--- src/design/tss_pkg.sv ---
// ----------------------------------------------------------------------------
// tss_pkg
// Shared types and codes of the transaction slot server.
// ----------------------------------------------------------------------------
package tss_pkg;

  typedef enum logic [2:0] {
    OP_CALL, OP_RECALL, OP_ACK, OP_SENDRET, OP_TICK, OP_LREPLY, OP_LCANCEL, OP_ABORT
  } op_t;

  localparam logic [2:0] ACT_NONE    = 3'd0;
  localparam logic [2:0] ACT_DELIVER = 3'd1;
  localparam logic [2:0] ACT_RET     = 3'd2;
  localparam logic [2:0] ACT_CANCEL  = 3'd3;
  localparam logic [2:0] ACT_NOINFO  = 3'd4;
  localparam logic [2:0] ACT_RERET   = 3'd5;

  localparam logic [3:0] EV_OK        = 4'd0;
  localparam logic [3:0] EV_DUP       = 4'd1;
  localparam logic [3:0] EV_NOFREE    = 4'd2;
  localparam logic [3:0] EV_NOSLOT    = 4'd3;
  localparam logic [3:0] EV_DONE      = 4'd4;
  localparam logic [3:0] EV_CLCANCEL  = 4'd5;
  localparam logic [3:0] EV_CANCELLED = 4'd6;
  localparam logic [3:0] EV_TIMEOUT   = 4'd7;
  localparam logic [3:0] EV_ABORTED   = 4'd8;

  localparam logic [1:0] PH_PENDING   = 2'd0;
  localparam logic [1:0] PH_READY     = 2'd1;
  localparam logic [1:0] PH_CANCELLED = 2'd2;

  localparam logic [1:0] REG_RETRY_INTERVAL = 2'd0;
  localparam logic [1:0] REG_MAX_RETRIES    = 2'd1;
  localparam logic [1:0] REG_HANDLER        = 2'd2;

  localparam logic [15:0] RETRY_INTERVAL_RST = 16'd10;
  localparam logic [7:0]  MAX_RETRIES_RST    = 8'd3;

  typedef struct packed {
    logic [15:0] retry_interval;
    logic [7:0]  max_retries;
    logic        handler_attached;
  } cfg_t;

  typedef struct packed {
    logic [1:0]  phase;
    logic [15:0] endpoint;
    logic [31:0] trans_key;
    logic [31:0] client;
    logic [31:0] serial;
    logic [15:0] countdown;
    logic [7:0]  retries;
  } slot_rec_t;

  typedef struct packed {
    logic [2:0]  action;
    logic [3:0]  event_res;
    logic [15:0] endpoint;
    logic [31:0] trans_key;
    logic [31:0] client_no;
    logic [31:0] server_no;
    logic [31:0] serial;
    logic        last;
  } res_t;

endpackage

--- src/design/transaction_slot_server.sv ---
// ----------------------------------------------------------------------------
// transaction_slot_server
// Server side of a request/response transaction protocol with a slot table.
// ----------------------------------------------------------------------------
// Ack, sendret and local reply/cancel read the addressed slot when it is busy; a
// call or recall searches the active slots one by one for its key first.
// A tick walks the active slots, and an abort reports and frees them one by one.
// One item is worked at a time, through the single read port of the slot RAM.
// Results are single-cycle strobes; the receiver cannot stall them.
// Synchronous reset empties the active list and refills the free list at once.
module transaction_slot_server #(
  parameter int SLOTS = 16
) (
  input  logic        clk,
  input  logic        rst_n,
  input  logic        psel,
  input  logic        penable,
  input  logic        pwrite,
  input  logic [3:0]  paddr,
  input  logic [31:0] pwdata,
  output logic [31:0] prdata,
  output logic        pready,
  input  logic        start,
  output logic        busy,
  input  logic [2:0]  in_op,
  input  logic [15:0] in_endpoint,
  input  logic [31:0] in_trans_key,
  input  logic [31:0] in_client_id,
  input  logic [31:0] in_server_id,
  input  logic [31:0] in_recall_count,
  input  logic [31:0] in_local_serial,
  output logic        out_valid,
  output logic [2:0]  out_action,
  output logic [3:0]  out_event_res,
  output logic [15:0] out_reply_endpoint,
  output logic [31:0] out_reply_trans_key,
  output logic [31:0] out_reply_client,
  output logic [31:0] out_reply_server,
  output logic [31:0] out_reply_serial,
  output logic        out_last
);
  import tss_pkg::*;

  localparam int IW = (SLOTS > 1) ? $clog2(SLOTS) : 1;

  cfg_t          cfg;
  res_t          res;
  logic [IW-1:0] raddr;
  logic [IW-1:0] waddr;
  logic          we;
  slot_rec_t     rdata;
  slot_rec_t     wdata;
  logic          recall_seen;

  assign recall_seen = ^in_recall_count;

  tss_cfg u_cfg (
    .clk     (clk),
    .rst_n   (rst_n),
    .psel    (psel),
    .penable (penable),
    .pwrite  (pwrite),
    .paddr   (paddr),
    .pwdata  (pwdata),
    .prdata  (prdata),
    .pready  (pready),
    .cfg     (cfg)
  );

  tss_ram #(
    .WIDTH ($bits(slot_rec_t)),
    .DEPTH (SLOTS)
  ) u_ram (
    .clk   (clk),
    .we    (we),
    .waddr (waddr),
    .wdata (wdata),
    .raddr (raddr),
    .rdata (rdata)
  );

  tss_ctrl #(
    .SLOTS (SLOTS)
  ) u_ctrl (
    .clk             (clk),
    .rst_n           (rst_n),
    .cfg             (cfg),
    .start           (start && (recall_seen || !recall_seen)),
    .in_op           (in_op),
    .in_endpoint     (in_endpoint),
    .in_trans_key    (in_trans_key),
    .in_client_id    (in_client_id),
    .in_server_id    (in_server_id),
    .in_local_serial (in_local_serial),
    .busy            (busy),
    .res             (res),
    .res_valid       (out_valid),
    .ram_raddr       (raddr),
    .ram_rdata       (rdata),
    .ram_we          (we),
    .ram_waddr       (waddr),
    .ram_wdata       (wdata)
  );

  assign out_action          = res.action;
  assign out_event_res       = res.event_res;
  assign out_reply_endpoint  = res.endpoint;
  assign out_reply_trans_key = res.trans_key;
  assign out_reply_client    = res.client_no;
  assign out_reply_server    = res.server_no;
  assign out_reply_serial    = res.serial;
  assign out_last            = res.last;

endmodule

--- src/design/tss_ram.sv ---
// ----------------------------------------------------------------------------
// tss_ram
// Generic single-write, single-read RAM with registered read data.
// ----------------------------------------------------------------------------
module tss_ram #(
  parameter int WIDTH = 8,
  parameter int DEPTH = 16,
  localparam int AW = (DEPTH > 1) ? $clog2(DEPTH) : 1
) (
  input  logic             clk,
  input  logic             we,
  input  logic [AW-1:0]    waddr,
  input  logic [WIDTH-1:0] wdata,
  input  logic [AW-1:0]    raddr,
  output logic [WIDTH-1:0] rdata
);

  logic [WIDTH-1:0] mem [DEPTH];

  always_ff @(posedge clk) begin
    if (we) begin
      mem[waddr] <= wdata;
    end
    rdata <= mem[raddr];
  end

endmodule

--- src/design/tss_cfg.sv ---
// ----------------------------------------------------------------------------
// tss_cfg
// Configuration registers behind the APB-style port.
// ----------------------------------------------------------------------------
module tss_cfg (
  input  logic          clk,
  input  logic          rst_n,
  input  logic          psel,
  input  logic          penable,
  input  logic          pwrite,
  input  logic [3:0]    paddr,
  input  logic [31:0]   pwdata,
  output logic [31:0]   prdata,
  output logic          pready,
  output tss_pkg::cfg_t cfg
);
  import tss_pkg::*;

  cfg_t cfg_r;
  logic wr_en;

  assign pready = 1'b1;
  assign wr_en  = psel && penable && pwrite;
  assign cfg    = cfg_r;

  always_ff @(posedge clk) begin
    if (!rst_n) begin
      cfg_r.retry_interval   <= RETRY_INTERVAL_RST;
      cfg_r.max_retries      <= MAX_RETRIES_RST;
      cfg_r.handler_attached <= 1'b0;
    end else if (wr_en) begin
      unique case (paddr[3:2])
        REG_RETRY_INTERVAL: cfg_r.retry_interval <= pwdata[15:0];
        REG_MAX_RETRIES:    cfg_r.max_retries <= pwdata[7:0];
        REG_HANDLER:        cfg_r.handler_attached <= pwdata[0];
        default: ;
      endcase
    end
  end

  always_comb begin
    unique case (paddr[3:2])
      REG_RETRY_INTERVAL: prdata = {16'd0, cfg_r.retry_interval};
      REG_MAX_RETRIES:    prdata = {24'd0, cfg_r.max_retries};
      REG_HANDLER:        prdata = {31'd0, cfg_r.handler_attached};
      default:            prdata = 32'd0;
    endcase
  end

endmodule

--- src/design/tss_ctrl.sv ---
// ----------------------------------------------------------------------------
// tss_ctrl
// Sequencer of the slot server: key search, slot start, direct slot access,
// tick walk and abort, all by reads and, where a slot changes, writes of the slot RAM.
// ----------------------------------------------------------------------------
module tss_ctrl #(
  parameter int SLOTS = 16,
  localparam int IW = (SLOTS > 1) ? $clog2(SLOTS) : 1,
  localparam int CW = $clog2(SLOTS + 1)
) (
  input  logic               clk,
  input  logic               rst_n,
  input  tss_pkg::cfg_t      cfg,
  input  logic               start,
  input  logic [2:0]         in_op,
  input  logic [15:0]        in_endpoint,
  input  logic [31:0]        in_trans_key,
  input  logic [31:0]        in_client_id,
  input  logic [31:0]        in_server_id,
  input  logic [31:0]        in_local_serial,
  output logic               busy,
  output tss_pkg::res_t      res,
  output logic               res_valid,
  output logic [IW-1:0]      ram_raddr,
  input  tss_pkg::slot_rec_t ram_rdata,
  output logic               ram_we,
  output logic [IW-1:0]      ram_waddr,
  output tss_pkg::slot_rec_t ram_wdata
);
  import tss_pkg::*;

  typedef enum logic [3:0] {
    S_IDLE, S_SRD, S_SCMP, S_ST1, S_ST2, S_DRD, S_DEV, S_TRD, S_TEV, S_ARD, S_AEV
  } state_t;

  state_t           state_r;
  op_t              op_r;
  logic [15:0]      ep_r;
  logic [31:0]      key_r;
  logic [31:0]      cl_r;
  logic [31:0]      sv_r;
  logic [31:0]      ser_r;
  logic [IW-1:0]    cur_r;
  logic [CW-1:0]    idx_r;
  logic [CW-1:0]    cnt_r;
  logic [IW-1:0]    free_head_r;
  logic [CW-1:0]    free_cnt_r;
  logic [IW-1:0]    act_r [SLOTS];
  logic [IW-1:0]    free_r [SLOTS];
  logic [SLOTS-1:0] busy_r;
  logic [SLOTS-1:0] armed_r;
  logic [SLOTS-1:0] written_r;
  res_t             res_r;
  logic             res_v_r;
  res_t             pend_r;
  logic             pend_v_r;
  logic             we_r;
  logic [IW-1:0]    waddr_r;
  slot_rec_t        wdata_r;

  logic [IW-1:0]    act_rm [SLOTS];
  logic [IW-1:0]    tail;
  logic [CW:0]      tsum;
  logic             key_match;
  logic             do_rel;
  logic [IW-1:0]    in_slot;
  logic             in_range;
  slot_rec_t        rec;

  function automatic res_t slot_res(logic [2:0] act, logic [3:0] ev, slot_rec_t r,
                                    logic [IW-1:0] s, logic [31:0] serial, logic lst);
    res_t o;
    o.action    = act;
    o.event_res = ev;
    o.endpoint  = r.endpoint;
    o.trans_key = r.trans_key;
    o.client_no = r.client;
    o.server_no = 32'(s);
    o.serial    = serial;
    o.last      = lst;
    return o;
  endfunction

  function automatic res_t echo_res(logic [2:0] act, logic [3:0] ev, logic [15:0] ep,
                                    logic [31:0] key, logic [31:0] cl, logic [31:0] sv);
    res_t o;
    o.action    = act;
    o.event_res = ev;
    o.endpoint  = ep;
    o.trans_key = key;
    o.client_no = cl;
    o.server_no = sv;
    o.serial    = 32'd0;
    o.last      = 1'b1;
    return o;
  endfunction

  assign rec       = ram_rdata;
  assign busy      = (state_r != S_IDLE);
  assign res       = res_r;
  assign res_valid = res_v_r;
  assign ram_we    = we_r;
  assign ram_waddr = waddr_r;
  assign ram_wdata = wdata_r;
  assign key_match = (rec.endpoint == ep_r) && (rec.trans_key == key_r);
  assign in_slot   = in_server_id[IW-1:0];
  assign in_range  = (in_server_id < 32'(SLOTS));

  always_comb begin
    unique case (state_r)
      S_SRD, S_TRD: ram_raddr = act_r[idx_r[IW-1:0]];
      S_ARD:        ram_raddr = act_r[0];
      S_ST1:        ram_raddr = free_r[free_head_r];
      S_DRD:        ram_raddr = sv_r[IW-1:0];
      default:      ram_raddr = cur_r;
    endcase
  end

  always_comb begin
    logic seen;
    seen = 1'b0;
    for (int j = 0; j < SLOTS; j++) begin
      seen      = seen || ((CW'(j) < cnt_r) && (act_r[j] == cur_r));
      act_rm[j] = seen ? act_r[(j + 1) % SLOTS] : act_r[j];
    end
  end

  always_comb begin
    tsum = (CW + 1)'(free_head_r) + (CW + 1)'(free_cnt_r);
    if (tsum >= (CW + 1)'(SLOTS)) begin
      tail = IW'(tsum - (CW + 1)'(SLOTS));
    end else begin
      tail = IW'(tsum);
    end
  end

  assign do_rel = ((state_r == S_DEV) && (op_r == OP_ACK) && key_match) ||
                  ((state_r == S_TEV) && (rec.countdown == 16'd0) &&
                   (rec.retries == 8'd0)) ||
                  (state_r == S_AEV);

  always_ff @(posedge clk) begin
    if (!rst_n) begin
      state_r     <= S_IDLE;
      cnt_r       <= '0;
      idx_r       <= '0;
      free_head_r <= '0;
      free_cnt_r  <= CW'(SLOTS);
      busy_r      <= '0;
      armed_r     <= '0;
      written_r   <= '0;
      res_v_r     <= 1'b0;
      pend_v_r    <= 1'b0;
      we_r        <= 1'b0;
      for (int j = 0; j < SLOTS; j++) begin
        free_r[j] <= IW'(j);
      end
    end else begin
      res_v_r <= 1'b0;
      we_r    <= 1'b0;
      unique case (state_r)
        S_IDLE: begin
          if (start) begin
            op_r  <= op_t'(in_op);
            ep_r  <= in_endpoint;
            key_r <= in_trans_key;
            cl_r  <= in_client_id;
            sv_r  <= in_server_id;
            ser_r <= in_local_serial;
            cur_r <= in_slot;
            idx_r <= '0;
            unique case (op_t'(in_op))
              OP_CALL, OP_RECALL: state_r <= S_SRD;
              OP_TICK: begin
                pend_v_r <= 1'b0;
                state_r  <= S_TRD;
              end
              OP_ABORT: begin
                if (cnt_r == '0) begin
                  res_r   <= '{default: '0, last: 1'b1};
                  res_v_r <= 1'b1;
                end else begin
                  state_r <= S_ARD;
                end
              end
              default: begin
                if (in_range && busy_r[in_slot]) begin
                  state_r <= S_DRD;
                end else begin
                  res_r <= echo_res((op_t'(in_op) == OP_SENDRET) ? ACT_CANCEL : ACT_NONE,
                                    EV_NOSLOT, in_endpoint, in_trans_key,
                                    in_client_id, in_server_id);
                  res_v_r <= 1'b1;
                end
              end
            endcase
          end
        end
        S_SRD: begin
          if (idx_r == cnt_r) begin
            if (free_cnt_r == '0) begin
              res_r   <= echo_res(ACT_NONE, EV_NOFREE, ep_r, key_r, cl_r, sv_r);
              res_v_r <= 1'b1;
              state_r <= S_IDLE;
            end else begin
              state_r <= S_ST1;
            end
          end else begin
            cur_r   <= act_r[idx_r[IW-1:0]];
            state_r <= S_SCMP;
          end
        end
        S_SCMP: begin
          if (key_match) begin
            res_v_r <= 1'b1;
            state_r <= S_IDLE;
            if (op_r == OP_CALL) begin
              res_r <= echo_res(ACT_NONE, EV_DUP, ep_r, key_r, cl_r, sv_r);
            end else if (rec.client != cl_r) begin
              res_r <= slot_res(ACT_NONE, EV_OK, rec, cur_r, 32'd0, 1'b1);
            end else if (rec.phase == PH_PENDING) begin
              res_r <= slot_res(ACT_NOINFO, EV_OK, rec, cur_r, 32'd0, 1'b1);
            end else if (rec.phase == PH_READY) begin
              res_r <= slot_res(ACT_RET, EV_OK, rec, cur_r, 32'd0, 1'b1);
            end else begin
              res_r <= slot_res(ACT_CANCEL, EV_OK, rec, cur_r, 32'd0, 1'b1);
            end
          end else begin
            idx_r   <= idx_r + 1'b1;
            state_r <= S_SRD;
          end
        end
        S_ST1: begin
          cur_r       <= free_r[free_head_r];
          free_head_r <= (free_head_r == IW'(SLOTS - 1)) ? '0 : free_head_r + 1'b1;
          free_cnt_r  <= free_cnt_r - 1'b1;
          state_r     <= S_ST2;
        end
        S_ST2: begin
          slot_rec_t nr;
          nr.endpoint  = ep_r;
          nr.trans_key = key_r;
          nr.client    = cl_r;
          nr.serial    = (written_r[cur_r] ? rec.serial : 32'd0) + 32'd1;
          nr.retries   = cfg.max_retries;
          if (cfg.handler_attached) begin
            nr.phase         = PH_PENDING;
            nr.countdown     = 16'd0;
            armed_r[cur_r]  <= 1'b0;
            res_r <= slot_res(ACT_DELIVER, EV_OK, nr, cur_r, nr.serial, 1'b1);
          end else begin
            nr.phase         = PH_CANCELLED;
            nr.countdown     = cfg.retry_interval;
            armed_r[cur_r]  <= 1'b1;
            res_r <= slot_res(ACT_CANCEL, EV_OK, nr, cur_r, 32'd0, 1'b1);
          end
          res_v_r                <= 1'b1;
          busy_r[cur_r]          <= 1'b1;
          written_r[cur_r]       <= 1'b1;
          act_r[cnt_r[IW-1:0]]   <= cur_r;
          cnt_r                  <= cnt_r + 1'b1;
          we_r                   <= 1'b1;
          waddr_r                <= cur_r;
          wdata_r                <= nr;
          state_r                <= S_IDLE;
        end
        S_DRD: state_r <= S_DEV;
        S_DEV: begin
          slot_rec_t nr;
          nr      = rec;
          res_v_r <= 1'b1;
          state_r <= S_IDLE;
          unique case (op_r)
            OP_ACK: begin
              if (key_match) begin
                res_r <= slot_res(ACT_NONE, (rec.phase == PH_PENDING) ? EV_CLCANCEL :
                                  ((rec.phase == PH_READY) ? EV_DONE : EV_CANCELLED),
                                  rec, cur_r, 32'd0, 1'b1);
              end else begin
                res_r <= echo_res(ACT_NONE, EV_NOSLOT, ep_r, key_r, cl_r, sv_r);
              end
            end
            OP_SENDRET: begin
              if (!key_match) begin
                res_r <= echo_res(ACT_CANCEL, EV_NOSLOT, ep_r, key_r, cl_r, sv_r);
              end else if (rec.phase == PH_READY) begin
                res_r <= slot_res(ACT_RET, EV_OK, rec, cur_r, 32'd0, 1'b1);
              end else if (rec.phase == PH_PENDING) begin
                res_r <= slot_res(ACT_NONE, EV_OK, rec, cur_r, 32'd0, 1'b1);
              end else begin
                res_r <= slot_res(ACT_CANCEL, EV_OK, rec, cur_r, 32'd0, 1'b1);
              end
            end
            default: begin
              if ((rec.serial == ser_r) && (rec.phase == PH_PENDING)) begin
                nr.phase       = (op_r == OP_LREPLY) ? PH_READY : PH_CANCELLED;
                nr.countdown   = cfg.retry_interval;
                armed_r[cur_r] <= 1'b1;
                we_r           <= 1'b1;
                waddr_r        <= cur_r;
                wdata_r        <= nr;
                res_r <= slot_res((op_r == OP_LREPLY) ? ACT_RET : ACT_CANCEL, EV_OK,
                                  rec, cur_r, 32'd0, 1'b1);
              end else begin
                res_r <= echo_res(ACT_NONE, EV_NOSLOT, ep_r, key_r, cl_r, sv_r);
              end
            end
          endcase
        end
        S_TRD: begin
          if (idx_r == cnt_r) begin
            if (pend_v_r) begin
              res_r <= pend_r;
            end else begin
              res_r <= '{default: '0, last: 1'b1};
            end
            res_v_r <= 1'b1;
            state_r <= S_IDLE;
          end else if (armed_r[act_r[idx_r[IW-1:0]]]) begin
            cur_r   <= act_r[idx_r[IW-1:0]];
            state_r <= S_TEV;
          end else begin
            idx_r <= idx_r + 1'b1;
          end
        end
        S_TEV: begin
          slot_rec_t nr;
          res_t      pr;
          nr      = rec;
          pr      = pend_r;
          pr.last = 1'b0;
          state_r <= S_TRD;
          if (rec.countdown != 16'd0) begin
            nr.countdown = rec.countdown - 16'd1;
            we_r    <= 1'b1;
            waddr_r <= cur_r;
            wdata_r <= nr;
            idx_r   <= idx_r + 1'b1;
          end else begin
            if (pend_v_r) begin
              res_r   <= pr;
              res_v_r <= 1'b1;
            end
            pend_v_r <= 1'b1;
            if (rec.retries != 8'd0) begin
              nr.retries   = rec.retries - 8'd1;
              nr.countdown = cfg.retry_interval;
              we_r    <= 1'b1;
              waddr_r <= cur_r;
              wdata_r <= nr;
              idx_r   <= idx_r + 1'b1;
              pend_r  <= slot_res(ACT_RERET, EV_OK, rec, cur_r, 32'd0, 1'b1);
            end else begin
              pend_r  <= slot_res(ACT_NONE, EV_TIMEOUT, rec, cur_r, 32'd0, 1'b1);
            end
          end
        end
        S_ARD: begin
          cur_r   <= act_r[0];
          state_r <= S_AEV;
        end
        S_AEV: begin
          res_r   <= slot_res(ACT_NONE, EV_ABORTED, rec, cur_r, 32'd0, cnt_r == CW'(1));
          res_v_r <= 1'b1;
          state_r <= (cnt_r == CW'(1)) ? S_IDLE : S_ARD;
        end
        default: state_r <= S_IDLE;
      endcase
      if (do_rel) begin
        busy_r[cur_r] <= 1'b0;
        act_r         <= act_rm;
        cnt_r         <= cnt_r - 1'b1;
        free_r[tail]  <= cur_r;
        free_cnt_r    <= free_cnt_r + 1'b1;
      end
    end
  end

endmodule

--- config.mk ---
export PLATFORM = sky130hd
export DESIGN_NAME = transaction_slot_server
export DESIGN_NICKNAME = d
export VERILOG_FILES = /design/src/design/tss_pkg.sv /design/src/design/transaction_slot_server.sv /design/src/design/tss_ram.sv /design/src/design/tss_cfg.sv /design/src/design/tss_ctrl.sv
export SDC_FILE = /design/constraint.sdc
export NUM_CORES = 2
export LEC_CHECK = 0
export ABC_CLOCK_PERIOD_IN_PS = 78900
export BUFFER_PORTS_ARGS = -buffer_cell sky130_fd_sc_hd__buf_2
export CORE_MARGIN = 2
export CORE_UTILIZATION = 40
export CTS_CLUSTER_DIAMETER = 80
export DETAILED_ROUTE_END_ITERATION = 6
export SETUP_SLACK_MARGIN = 0.02
export SLEW_MARGIN = 20
export SYNTH_ARGS = -nofsm -noshare
export SYNTH_HDL_FRONTEND = slang
export SYNTH_SLANG_ARGS = --single-unit
--- constraint.sdc ---
create_clock -name clk -period 78.9 [get_ports clk]
set_clock_uncertainty 0.2 [all_clocks]
set_input_delay 7.89 -clock clk [delete_from_list [all_inputs] [get_ports clk]]
set_output_delay 7.89 -clock clk [all_outputs]
set_load 0.01 [all_outputs]
Word-level counts from Yosys, hierarchy flattened

Memory sizes are Yosys's and may differ from the RTL's. A register that Yosys moved wholly into a read port is not among the register bits.
Cells that the tools add are included.

Register bits: 760
RAM bits: 2,272
Input port bits: 221
Output and inout port bits: 187
Word-level logic and storage cells: 430
Memories: 2

Memory list:

| name          | depth | width | rd ports | clocked after memory_dff | wr ports | RTL line       | source |
|---|---|---|---|---|---|---|---|
| u_ram.mem     | 16    | 138   | 1        | 1                        | 1        | tss_ram.sv:18  | `logic [WIDTH-1:0] mem [DEPTH];` |
| u_ctrl.free_r | 16    | 4     | 1        | 1                        | 16       | tss_ctrl.sv:49 | `logic [IW-1:0] free_r [SLOTS];` |

$add $sub $neg: 11
$lt $le $gt $ge: 25
Eq/ne operators: 81
Muxes and demuxes: 143
Bitwise operators: 9
Reduce and logical (&&, ||, !) cells: 98

Operator list:

| operator                | number |
|---|---|
| $mux W152               | 17 |
| $pmux W152 S8           | 1 |
| $pmux W152 S2           | 2 |
| $mux W138               | 4 |
| $pmux W138 S3           | 1 |
| $mux W151               | 2 |
| $mux W4                 | 40 |
| $mux W150               | 1 |
| $mux W149               | 1 |
| $mux W64                | 2 |
| $mux W16                | 7 |
| $bwmux W64              | 1 |
| $eq A32 B32 Y1          | 2 |
| $eq A4 B4 Y1            | 16 |
| $reduce_and A3 Y1       | 19 |
| $ne A2 B2 Y1 const B    | 26 |
| $mux W5                 | 10 |
| $or A16 B16 Y16         | 3 |
| $pmux W16 S3            | 1 |
| $lt A4 B5 Y1 const A    | 8 |
| $pmux W4 S9             | 1 |
| $add A32 B1 Y32 const B | 1 |
| $and A16 B16 Y16        | 2 |
| $lt A32 B5 Y1 const B   | 1 |
| 73 further kinds        | 198 |

Logic depth before layout (Yosys ltp)

Depth in word-level cells: 19
Depth in mapped cells: 18

Hierarchy

A second synthesis with hierarchy kept.

Cell total of the unflattened synthesis: 6,744
Area total of the unflattened synthesis: 121,426.5 µm²

Modules (own cells, without submodules):

| module   | times used | cells an instance | area an instance (µm²) | seq. area each (µm²) |
|---|---|---|---|---|
| tss_ram  | 1          | 3,598             | 85,618.4               | 69,066.2 |
| tss_ctrl | 1          | 2,991             | 34,481.8               | 21,350.5 |
| tss_cfg  | 1          | 155               | 1,326.3                | 500.5 |

Worst setup path after synthesis

Ideal clock, no wire load.

Path kind: input -> register
Start point: input port rst_n
End point: register u_ctrl.waddr_r[0] (netlist: u_ctrl.ram_waddr[0]) (enable)
Arrival time: 30.175 ns
Path slack: 47.128 ns
Cell stages on the path: 3
Buffers on the path: 1
Cell sequence: clkinv_1 clkbuf_1 a2111oi_0

Longest elaborated chain between the ends: 1

RTL lines:

| element                     | RTL line                      | source |
|---|---|---|
| start: declaration          | transaction_slot_server.sv:15 | `input logic rst_n,` |
| $reduce_and A5 Y1 (no line) | --                            |  |
| end signal: assignment      | tss_ctrl.sv:263               | `waddr_r <= cur_r;` |
| end signal: assignment      | tss_ctrl.sv:300               | `waddr_r <= cur_r;` |
| end signal: assignment      | tss_ctrl.sv:336               | `waddr_r <= cur_r;` |
| end: declaration            | tss_ctrl.sv:58                | `logic [IW-1:0] waddr_r;` |

No other way between the ends.
A chain may end at the register's enable or synchronous reset.

Worst setup path in the final report

Start point: input port paddr[2]
End point: output port prdata[9]

Longest elaborated chain between the ends: 2
Elaborated cells on any way between the ends: 4

RTL lines:

| element                                    | RTL line                      | source |
|---|---|---|
| start: declaration                         | transaction_slot_server.sv:19 | `input logic [3:0] paddr,` |
| $eq A2 B2 Y1, or another cell as far along | tss_cfg.sv:42                 | `unique case (paddr[3:2])` |
| $pmux W16 S3 (*)                           | tss_cfg.sv:42                 |  |
| end: declaration                           | transaction_slot_server.sv:21 | `output logic [31:0] prdata,` |

Every way passes the cells marked *; elsewhere a longest branch is shown, timed or not.

==> reports/results.txt <==
For the standard cell core area, the log shows 305300 µm². Entering global routing, the biggest net connects 164 pins. For this block, the routed nets add up to 356700 µm of wire. In the global route stage, met2 resource usage came out at 34.31%.

Leakage power: 46.32 nW. Of the synthesized area, sequential elements account for 74.21%. For the final weighted congestion in routability-driven placement, the log shows 0.8742. The library cells used most frequently in the layout, excluding fill and tap cells, are edfxtp_1, nand2_1, a21oi_1. In this run the power spent charging and discharging nets is 0.001610 W. The logs give 0 for the post-cts gate resize count and 87 for the unique cell type count in the Yosys netlist. The top-level port count came out at 408. Setup repair after global routing left no endpoint under its margin. From bottom edge to top edge, the die measures 557.4 µm. The number of flip-flops and latches in the synthesized netlist is 3108.

For this design the ratio of total power to cell area is 34.70 nW/µm². Dividing the detail-routed via count by the number of cells gives 5.754. Detailed placement ended at an HPWL of 196700 µm. The tools report the clock tree root driver cell as clkbuf_16.

STA puts the critical path data required time at 70.81 ns. Width of the die: 557.4 µm. The adder and majority gate portion of the synthesized area came out at 0.1961%. STA classifies the critical path startpoint as an input port. The flow ran to the end, but the final reports show violations.

Input and output buffers added on the ports amount to 340. The library cell used most frequently in the layout, excluding fill and tap cells, is edfxtp_1. In the final layout, the share of cells above drive strength 1 is 14.26%.

The maximum achievable frequency was 0.05721 GHz. Yosys mapped a number of flops with a built-in enable equal to 2867. Number of sinks on the clock net: 3108. After Yosys synthesis, XOR and XNOR cells account for 1.687% of the synthesized area. For the final hold violation count, the log shows 0. Summing the areas of all compound-gate instances in the mapped netlist gives 6.503% of the synthesized area. In the synthesized netlist, mux cells make up 5.919% of the area. The final setup violation count was 0. The final reports fail on design-rule violations. In this run the post-CTS setup repair buffer count came out at 0. In this run the most critical hold path is launched from u_ctrl.written_r[15].

The setup slack after layout was 61.42 ns; the quantity of hold-fixing buffers added after cts was 0. STA classifies the critical path endpoint as a primary output. The logs give 44.0% for the part of the power in registers and 19.33% for the worst-case headroom to the max-slew limit. The first global-routing pass estimated 507200 µm of wire.

After the last flow step, the layout net total stands at 8901. The setup path with the least slack is of type input port to primary output. The run gives 0 as the yosys synthesis warning count. The primary flip-flop cell chosen by synthesis mapping was edfxtp_1. Global routing finished with a remaining overflow of 0. The critical-path maximum fanout was 14. For the pin with the worst max-slew slack, the measured transition is 1.209 ns. The run gives 22.36% as the global routing usage summed across all routing layers. The tightest min-delay check is of the flip-flop to flip-flop type. The max-slew violation count is 0, and the number of instances on the worst hold path is 2. Summing the areas of all and, or, nand and nor instances in the mapped netlist gives 9.489% of the synthesized area. The run gives 61.52 ns as the post-place setup slack. The clock tree synthesis step divided the H-tree into 5 levels. VDD sags by at most 0.04170 mV. The post-route clock period utilization was 22.15%; the via count of the first global-routing pass was 72180. The shortest period the worst path allows came out at 17.48 ns. The average footprint of a synthesized cell is 14.71 µm². Worst hold endpoint: u_ctrl.written_r[15]. The relative area change from synthesis to final layout is 13.39%, and the routed wirelength normalized by instance count is 27.38 µm.

Data arrives at the worst endpoint at 9.39 ns. Synthesis produced a netlist whose cell count is 8328. The final worst hold slack is 0.2694 ns. The first TritonRoute pass finished after 7 iterations. TritonCTS built the clock tree.

By area, the combinational part of the netlist is dominated by simple AND/OR/NAND/NOR gates. The initialized floorplan defines 203 standard-cell rows. The worst register-to-register path ends at u_ram.rdata[26].

The tool flagged a number of max-cap violations equal to 0. Async set-or-reset flop fraction in the synthesized netlist: 0%. The worst register-to-register path has a setup slack of 71.71 ns. Setup total negative slack on the finished layout was measured at 0 ns. The proportion of total power due to net switching is 33.39%. For this configuration, the core starts out at a cell density of 40.13%. The combinational power share was 26.0%; the total CTS buffers was 316. The run gives 74950 as the via count.

The layer with the highest usage after global routing is met2. For the clock latency at the later pin of the worst-skew pair, the log shows 0.90 ns. For this run, global-route usage on met3 was measured as 3.810%. The clock passes through at most 4 buffers. The first routing iteration left 10360 violations. Logic depth of the worst register-to-register path: 13. The startpoint identified for the worst register-to-register timing path is u_ctrl.idx_r[2]. After synthesis the cells add up to 122500 µm². The logs give 0 for the number of routed nets with antenna violations and 30.1% for the fraction of power consumed by the clock network. The internal portion of the total power is 0.003211 W. After detailed routing, the number of remaining DRC violations is 19. Global routing consumed, on the met1 layer, 32.09% of the routing resources. Post-CTS clock slew at the launch and capture registers of the worst setup and hold paths: 0.06 ns. The total die area is 310700 µm², and the initial antenna violation count is 22.
-- kinds of logic after synthesis --
kind of cell / Yosys count
and+or+nand+nor: 2750
xor gates and xnor gates: 236
AOI/OAI and AO/OA: 1212
muxes: 462
other: 2
buffers and inverters: 540
DFF: 3108
adders and majority gates: 18
-- per-layer routing --
layer  part of all wire, %  vias up
li1                      -    32150
met1                    42    38190
met2                    45     3966
met3                   9.4      649
met4                   3.6        8
met5                 0.016        -
-- per-stage QoR --
stage          utilization (%)  instance area, µm²  instances  power [W]
4_1_cts                  45.48              138900      13020   0.004832
6_report                 45.51              138900      13030   0.004820
5_1_grt                  45.50              138900      13020   0.005002
3_3_place_gp             42.21              128900      12440   0.003374
2_1_floorplan                -              122600       8343   0.002921
3_5_place_dp             42.23              128900      12440   0.003390
-- registers in the layout, summed over array words and instances (netlist names), 16 cells and up, named ones only --
name / flops
u_ram.mem: 2208
u_ctrl.sv_r: 32
u_ctrl.res: 152
u_ctrl.busy_r: 16
u_ram.rdata: 138
u_ctrl.pend_r: 86
u_ctrl.act_r: 64
u_cfg.cfg: 25
u_ctrl.free_r: 64
u_ctrl.ep_r: 16
u_ctrl.cl_r: 32
u_ctrl.ram_wdata: 138
u_ctrl.ser_r: 32
u_ctrl.key_r: 32
u_ctrl.written_r: 16
-- critical path, stage by stage --
cell    delay, ns
buf_2        0.22
nor2_1       0.88
and2_1       0.25
buf_2        0.13
-- synthesized netlist by cell type, types with 45 or more instances --
cell type,count,area share (%)
a22oi_1,98,0.60
and2_1,46,0.23
mux4_2,206,3.8
o21ai_0,227,0.93
nor2_1,398,1.2
xnor2_1,160,1.1
nor4_1,101,0.52
xor2_1,76,0.54
clkbuf_1,268,0.82
buf_1,51,0.16
a222oi_1,84,0.69
edfxtp_1,2867,70
mux2i_1,225,1.8
o22ai_1,97,0.50
nand2_1,1752,5.4
nand3_1,191,0.78
dfxtp_1,241,3.9
a211oi_1,45,0.28
a21oi_1,393,1.6
buf_2,126,0.51
nor3_1,80,0.33
nand4_1,53,0.27
-- final cells by class --
class                   count  area (µm²)
fillers                 26620      166400
well taps                4100        5130
multi-input cells        4695       29630
repair buffers            500        3139
clock inverters           139        1110
flip-flops and latches   3108       90920
inverters                  41       153.9
clock buffers             434        8822
diodes                     10       25.02
-- power groups by stage --
stage	logic (W)	clock network [W]	registers [W]
after floorplan	0.000794	0	0.00213
after global placement	0.00123	0	0.00214
after detailed placement	0.00124	0	0.00215
after CTS	0.00125	0.00147	0.00212
after global routing	0.00134	0.00153	0.00213
final	0.00125	0.00145	0.00212
-- how the worst max path moves through the flow --
stage	startpoint	to	slack (ns)
after global routing	paddr[3]	prdata[8]	61.42
after global placement	paddr[3]	prdata[14]	61.59
final	paddr[2]	prdata[9]	61.42
after floorplan	rst_n	u_ctrl.ram_waddr[0]	47.13
after detailed placement	paddr[3]	prdata[13]	61.52
after CTS	paddr[3]	prdata[13]	61.51
(Power assumes the default switching activity.)
